**config.mk**
```make
export PLATFORM = sky130hd
export DESIGN_NAME = smavg_ctrl
export DESIGN_NICKNAME = d
export VERILOG_FILES = /design/src/rtl/core/smavg_pkg.sv /design/src/rtl/core/smavg_ctrl.sv
export SDC_FILE = /design/constraint.sdc
export NUM_CORES = 1
export LEC_CHECK = 0
export ABC_AREA = 0
export BUFFER_PORTS_ARGS = -buffer_cell sky130_fd_sc_hd__buf_2
export CAP_MARGIN = 10
export CORE_AREA = 3 3 40 42
export CTS_BUF_LIST = sky130_fd_sc_hd__clkbuf_2 sky130_fd_sc_hd__clkbuf_4 sky130_fd_sc_hd__clkbuf_8
export DETAILED_ROUTE_END_ITERATION = 12
export DIE_AREA = 0 0 43 45
export HOLD_SLACK_MARGIN = 0.12
export PLACE_DENSITY_LB_ADDON = 0.15
export SYNTH_ARGS = -nofsm -noshare
export SYNTH_HDL_FRONTEND = slang
export SYNTH_SLANG_ARGS = --single-unit
```
**constraint.sdc**
```tcl
create_clock -name clock -period 3 [get_ports clock]
set_input_delay 0.45 -clock clock [delete_from_list [all_inputs] [get_ports clock]]
set_output_delay 0.45 -clock clock [all_outputs]
set_load 0.02 [all_outputs]
```
**src/rtl/core/smavg_pkg.sv**
```systemverilog
// Shared types and constants of the six-channel moving-average filter.
package smavg_pkg;

   // Channel count and sample format.
   localparam int CHANNELS = 6;
   localparam int DATA_W   = 32;
   localparam int ROW_W    = CHANNELS * DATA_W;
   localparam int TOT_W    = DATA_W + $clog2(CHANNELS);

   // Window register.
   localparam int                WINDOW_W     = 9;
   localparam logic [WINDOW_W-1:0] WINDOW_RESET = 9'd200;

   // One pose sample.
   typedef struct packed {
      logic signed [DATA_W-1:0] pos_x;
      logic signed [DATA_W-1:0] pos_y;
      logic signed [DATA_W-1:0] pos_z;
      logic signed [DATA_W-1:0] roll_angle;
      logic signed [DATA_W-1:0] pitch_angle;
      logic signed [DATA_W-1:0] yaw_angle;
   } smavg_req_type;

   // One result: the latched means and whether the sample was taken.
   typedef struct packed {
      logic signed [DATA_W-1:0] mean_x;
      logic signed [DATA_W-1:0] mean_y;
      logic signed [DATA_W-1:0] mean_z;
      logic signed [DATA_W-1:0] mean_roll;
      logic signed [DATA_W-1:0] mean_pitch;
      logic signed [DATA_W-1:0] mean_yaw;
      logic                     sample_taken;
   } smavg_rsp_type;

   // Commands from the controller to the datapath.
   typedef struct packed {
      logic capture;
      logic sum_check;
      logic shrink_start;
      logic shrink_issue;
      logic shrink_acc;
      logic wrap_step;
      logic ring_read;
      logic ring_update;
      logic div_load;
      logic div_step;
      logic out_load;
   } smavg_cmd_type;

   // Status from the datapath to the controller.
   typedef struct packed {
      logic nonzero;
      logic shrink_needed;
      logic shrink_last;
      logic wrap_needed;
      logic div_done;
   } smavg_status_type;

endpackage

```
**src/rtl/core/smavg_ctrl.sv**
```systemverilog
// Controller: sequences one sample at a time through the datapath and owns the handshakes.
module smavg_ctrl (
   input  logic                        clock,
   input  logic                        reset,
   input  logic                        req_valid,
   output logic                        req_ready,
   output logic                        rsp_valid,
   input  logic                        rsp_ready,
   output smavg_pkg::smavg_cmd_type    cmd,
   input  smavg_pkg::smavg_status_type status
);

   localparam logic [3:0] ST_IDLE   = 4'd0;
   localparam logic [3:0] ST_SUM    = 4'd1;
   localparam logic [3:0] ST_CHECK  = 4'd2;
   localparam logic [3:0] ST_SHRINK = 4'd3;
   localparam logic [3:0] ST_TAIL   = 4'd4;
   localparam logic [3:0] ST_WRAP   = 4'd5;
   localparam logic [3:0] ST_READ   = 4'd6;
   localparam logic [3:0] ST_UPDATE = 4'd7;
   localparam logic [3:0] ST_LOAD   = 4'd8;
   localparam logic [3:0] ST_DIV    = 4'd9;
   localparam logic [3:0] ST_OUT    = 4'd10;

   logic [3:0] state_ff;
   logic [3:0] state_in;
   logic       acc_pend_ff;
   logic       rsp_valid_ff;
   logic       rsp_valid_in;
   logic       out_free;

   assign req_ready = (state_ff == ST_IDLE);
   assign out_free  = ~rsp_valid_ff | rsp_ready;

   // Next state and commands.
   always_comb begin
      state_in = state_ff;
      cmd      = '0;
      unique case (state_ff)
         ST_IDLE: begin
            cmd.capture = req_valid;
            if (req_valid) begin
               state_in = ST_SUM;
            end
         end
         ST_SUM: begin
            cmd.sum_check = 1'b1;
            state_in      = ST_CHECK;
         end
         ST_CHECK: begin
            priority if (!status.nonzero) begin
               state_in = ST_OUT;
            end else if (status.shrink_needed) begin
               cmd.shrink_start = 1'b1;
               state_in         = ST_SHRINK;
            end else begin
               state_in = ST_WRAP;
            end
         end
         ST_SHRINK: begin
            cmd.shrink_issue = 1'b1;
            cmd.shrink_acc   = acc_pend_ff;
            if (status.shrink_last) begin
               state_in = ST_TAIL;
            end
         end
         ST_TAIL: begin
            cmd.shrink_acc = 1'b1;
            state_in       = ST_WRAP;
         end
         ST_WRAP: begin
            if (status.wrap_needed) begin
               cmd.wrap_step = 1'b1;
            end else begin
               state_in = ST_READ;
            end
         end
         ST_READ: begin
            cmd.ring_read = 1'b1;
            state_in      = ST_UPDATE;
         end
         ST_UPDATE: begin
            cmd.ring_update = 1'b1;
            state_in        = ST_LOAD;
         end
         ST_LOAD: begin
            cmd.div_load = 1'b1;
            state_in     = ST_DIV;
         end
         ST_DIV: begin
            cmd.div_step = 1'b1;
            if (status.div_done) begin
               state_in = ST_OUT;
            end
         end
         ST_OUT: begin
            if (out_free) begin
               cmd.out_load = 1'b1;
               state_in     = ST_IDLE;
            end
         end
         default: begin
            state_in = ST_IDLE;
         end
      endcase
   end

   // The result register holds until its transfer.
   always_comb begin
      priority if (cmd.out_load) begin
         rsp_valid_in = 1'b1;
      end else if (rsp_ready) begin
         rsp_valid_in = 1'b0;
      end else begin
         rsp_valid_in = rsp_valid_ff;
      end
   end

   always_ff @(posedge clock) begin
      if (reset) begin
         state_ff     <= ST_IDLE;
         acc_pend_ff  <= 1'b0;
         rsp_valid_ff <= 1'b0;
      end else begin
         state_ff     <= state_in;
         acc_pend_ff  <= cmd.shrink_issue;
         rsp_valid_ff <= rsp_valid_in;
      end
   end

   assign rsp_valid = rsp_valid_ff;

endmodule

```
After elaboration in Yosys (flattened, before gate mapping)
Cells that the tools add are included.
{"block": "totals", "ff_bits": 6, "latch_bits": 0, "ramBits": 0, "rom_bits": 0, "wordCells": 48, "memories": 0}
{"block": "op_classes", "addsub": 0, "n_mul": 0, "div": 0, "order_cmp": 0, "eq_ne": 15, "n_shift": 0, "n_mux": 25, "bitwise": 2, "n_reduce_logical": 3}
{"operator": "one-hot mux 4 bit (11 select lines)", "count": 1}
{"operator": "2-to-1 mux 4 bit", "count": 6}
{"operator": "equality test 4 x 3 -> 1 bit (second input constant)", "count": 4}
{"operator": "2-to-1 mux 1 bit", "count": 16}
{"operator": "equality test 4 bit (second input constant)", "count": 3}
{"operator": "!= test 2 bit (second input constant)", "count": 5}
{"operator": "equality test 4 x 2 -> 1 bit (second input constant)", "count": 2}
{"operator": "AND reduction 5 bit", "count": 1}
{"operator": "equality test 4 x 1 -> 1 bit (second input constant)", "count": 1}
{"operator": "logical NOT 4 bit", "count": 1}
{"operator": "2-to-1 mux 3 bit", "count": 1}
{"operator": "one-hot mux 1 bit (2 select lines)", "count": 1}
{"operator": "nonzero test 2 bit", "count": 1}
{"operator": "inverter 1 bit", "count": 1}
{"operator": "bitwise OR 1 bit", "count": 1}

Longest topological paths before layout
{"block": "depth", "depth_word": 5, "mapped_depth": 5, "depth_no_buf": 4}

Least setup slack after synthesis
Ideal clock, no wire load.
{"block": "synth_timing", "path_type": "register to output", "startpoint": "register state_ff[2]", "endpoint": "output port cmd[10] in the netlist's numbering", "t_arrival_ns": 1.421, "t_required_ns": 2.550, "setup_slack_ns": 1.129, "stages_incl_launch_ff": 4, "cell_sequence": "dfxtp_1 -> buf_2 -> nor4_2 -> and2_1"}
{"element": "from (decl)", "line": "smavg_ctrl.sv:25", "text": "logic [3:0] state_ff;"}
{"element": "from (signal assigned)", "line": "smavg_ctrl.sv:125", "text": "state_ff <= state_in;"}
{"element": "to (decl)", "line": "smavg_ctrl.sv:9", "text": "output smavg_pkg::smavg_cmd_type cmd,"}

==> metrics <==
commonest non-fill, non-tap cell in the layout=buf_2; switching part of the total=46.3%; Hold Path Class=input pin to register; R2R Setup Slk=1100 ps; clock sink count=6; placed wire-length estimate=839 µm; status=finished clean; CTS Buffer Depth=2; hold_sp=reset; Tot GR Track Use=12.6%; drt initial violations=6; worst slew pin tran=545 ps; Final Util=47.8%; RD Place Congestion=0.791; MaxCap Viol Count=0; RSZ-0062 raised after global routing=false; Combinational Power Share=51.0%; number of port buffers=21; GRT overflow=0; Min-Delay Path Depth=2; wl on met1=511 µm; synthesized area per cell=7.62 µm²; sequential element share of the synthesized area=23.9%; Nets=95; leakage power=0.000291 µW; NetSw=221 µW; crit end category=primary output; DRC=0; Final Skew=0.903 ps; Pins Over Slew Limit=0; post-CTS setup repair buffer count=0; Syn. warnings=0; initial antenna violation count=0; Hold Vio Cnt, Final=0; Synth Register Bits=6; Vias=523; Top FF cell, synth=dfxtp_1; commonest non-fill, non-tap cells in the layout=21 x buf_2, 7 x nor2_1, 6 x dfxtp_1, 5 x nand2_1; final instance area=614 µm²; R2R Path Start=state_ff[3]; power density cells=778 nW/µm²; Post-synth ARST share=0%; fraction of layout cells with a size suffix above 1=33.3%; Syn Nets=75; P&R area growth vs syn=22.1%; Int Power=256 µW; fmax=478 MHz; # rows=13; mean routed wirelength per cell=11.3 µm; Die X=43 µm; Core ar.=1280 µm²; Starting Density=39.1%; Post-synth EDFFs=0; Highest Signal Layer=met3; Routed Wire Length=1120 µm; first-pass GRT wire length=1850 µm; pin count of the biggest net entering global routing=18; Rel. slew slack=63.6%; minimum clock period=2090 ps; CTS tree=done; post-synthesis cell count=66; vias in the first global route=450; Vias/cell=5.28; first-pass iteration count of the detailed router=2; fin crit share=69.8%; H-Tree Depth=1; CTS resizes=0; Die Y-Extent=45 µm; RR Endpoint=state_ff[0]; critical path launch point type=register; crit-path max FO=17; I/O pin count=22; antenna viol nets, final=0; sequential power share=34.0%; Synth cell types=29; ant diodes=0; CTS Buf Count=3; worst skew pair latency=240 ps; VDD IR max=328 µV; WHS=471 ps; placed cell area=592 µm²; arrival time of the worst setup path=1640 ps; worst min-delay path endpoint=rsp_valid; Reg2Reg Depth=4; cell at the root of the clock tree=clkbuf_4; Crit Path Class=register to primary output; Worst-path clk slew=40 ps; met3 WL=68 µm; Worst Path Required=2550 ps; full die area=1940 µm²; clock share of power=15.0%; post-route setup TNS=0 ps; synthesized cell area=503 µm²; # hold bufs at CTS=0; setup violators final=0; met2 routed WL=543 µm
[how the worst max path moves through the flow]
stage                startpoint           to  slack (ps)  cells past startpoint
CTS                 state_ff[2]       cmd[5]         890                      3
global placement    state_ff[3]  state_ff[0]        1120                      4
floorplan           state_ff[2]      cmd[10]        1130                      3
detailed placement  state_ff[3]  state_ff[0]        1070                      4
global route        state_ff[2]       cmd[5]         780                      3
finish              state_ff[2]       cmd[5]         910                      3
[worst max-delay path, cell delays in order (launching register included)]
cell      delay, ps
dfxtp_1         650
nand2b_1        190
nor3_2          330
buf_2           230
[synth_stat cells (2+ instances only)]
cell / instances / area share [%]
nor3_1: 4 / 4.0
a21oi_1: 4 / 4.0
nand2_1: 5 / 3.7
clkbuf_1: 3 / 2.2
nor4_1: 2 / 2.5
nor2b_1: 3 / 3.7
dfxtp_1: 6 / 24
nand2b_1: 4 / 5.0
nor3b_1: 3 / 4.5
a211oi_1: 2 / 3.0
inv_1: 4 / 3.0
nor2_1: 7 / 5.2
o21ai_0: 3 / 3.0
[state kept, by name, summed over array words and instances, names as in the netlist]
register     count
acc_pend_ff      1
rsp_valid        1
state_ff         4
[power by group through the flow]
stage	Sequential (µW)	Combinational [µW]	Clock, µW
after global routing	168	270	81.3
after CTS	162	248	76.7
after detailed placement	164	247	0
final	162	244	71.6
after floorplan	114	240	0
after global placement	162	247	0
[per-layer routing]
metal	global-route usage, %	up-vias
met1	15.3	240
li1	-	272
met2	20.7	11
met3	6.37	0
met4	1.81	0
met5	0	-
[metrics by stage]
step	cells	worst slack, ps	total power [µW]
2_1_floorplan	66	1130	354
3_3_place_gp	96	1120	409
3_5_place_dp	96	1070	411
4_1_cts	99	890	487
5_1_grt	99	778	519
6_report	99	906	478
[final cells by class]
cell class | instances | area, µm²
clock buffers | 3 | 22.5
fillers | 141 | 671
inverters | 4 | 15.0
multi-input cells | 50 | 333
flip-flops and latches | 6 | 120
well taps | 15 | 18.8
repair buffers | 21 | 105
[cell families after synthesis]
group           count (synthesis)  synth area share (%)
compound gates                 15                  24.1
simple gates                   33                  37.8
flops                           6                  23.9
buf+inv                        10                  9.95
mux                             2                  4.23
Power figures use the tool's default switching activity.
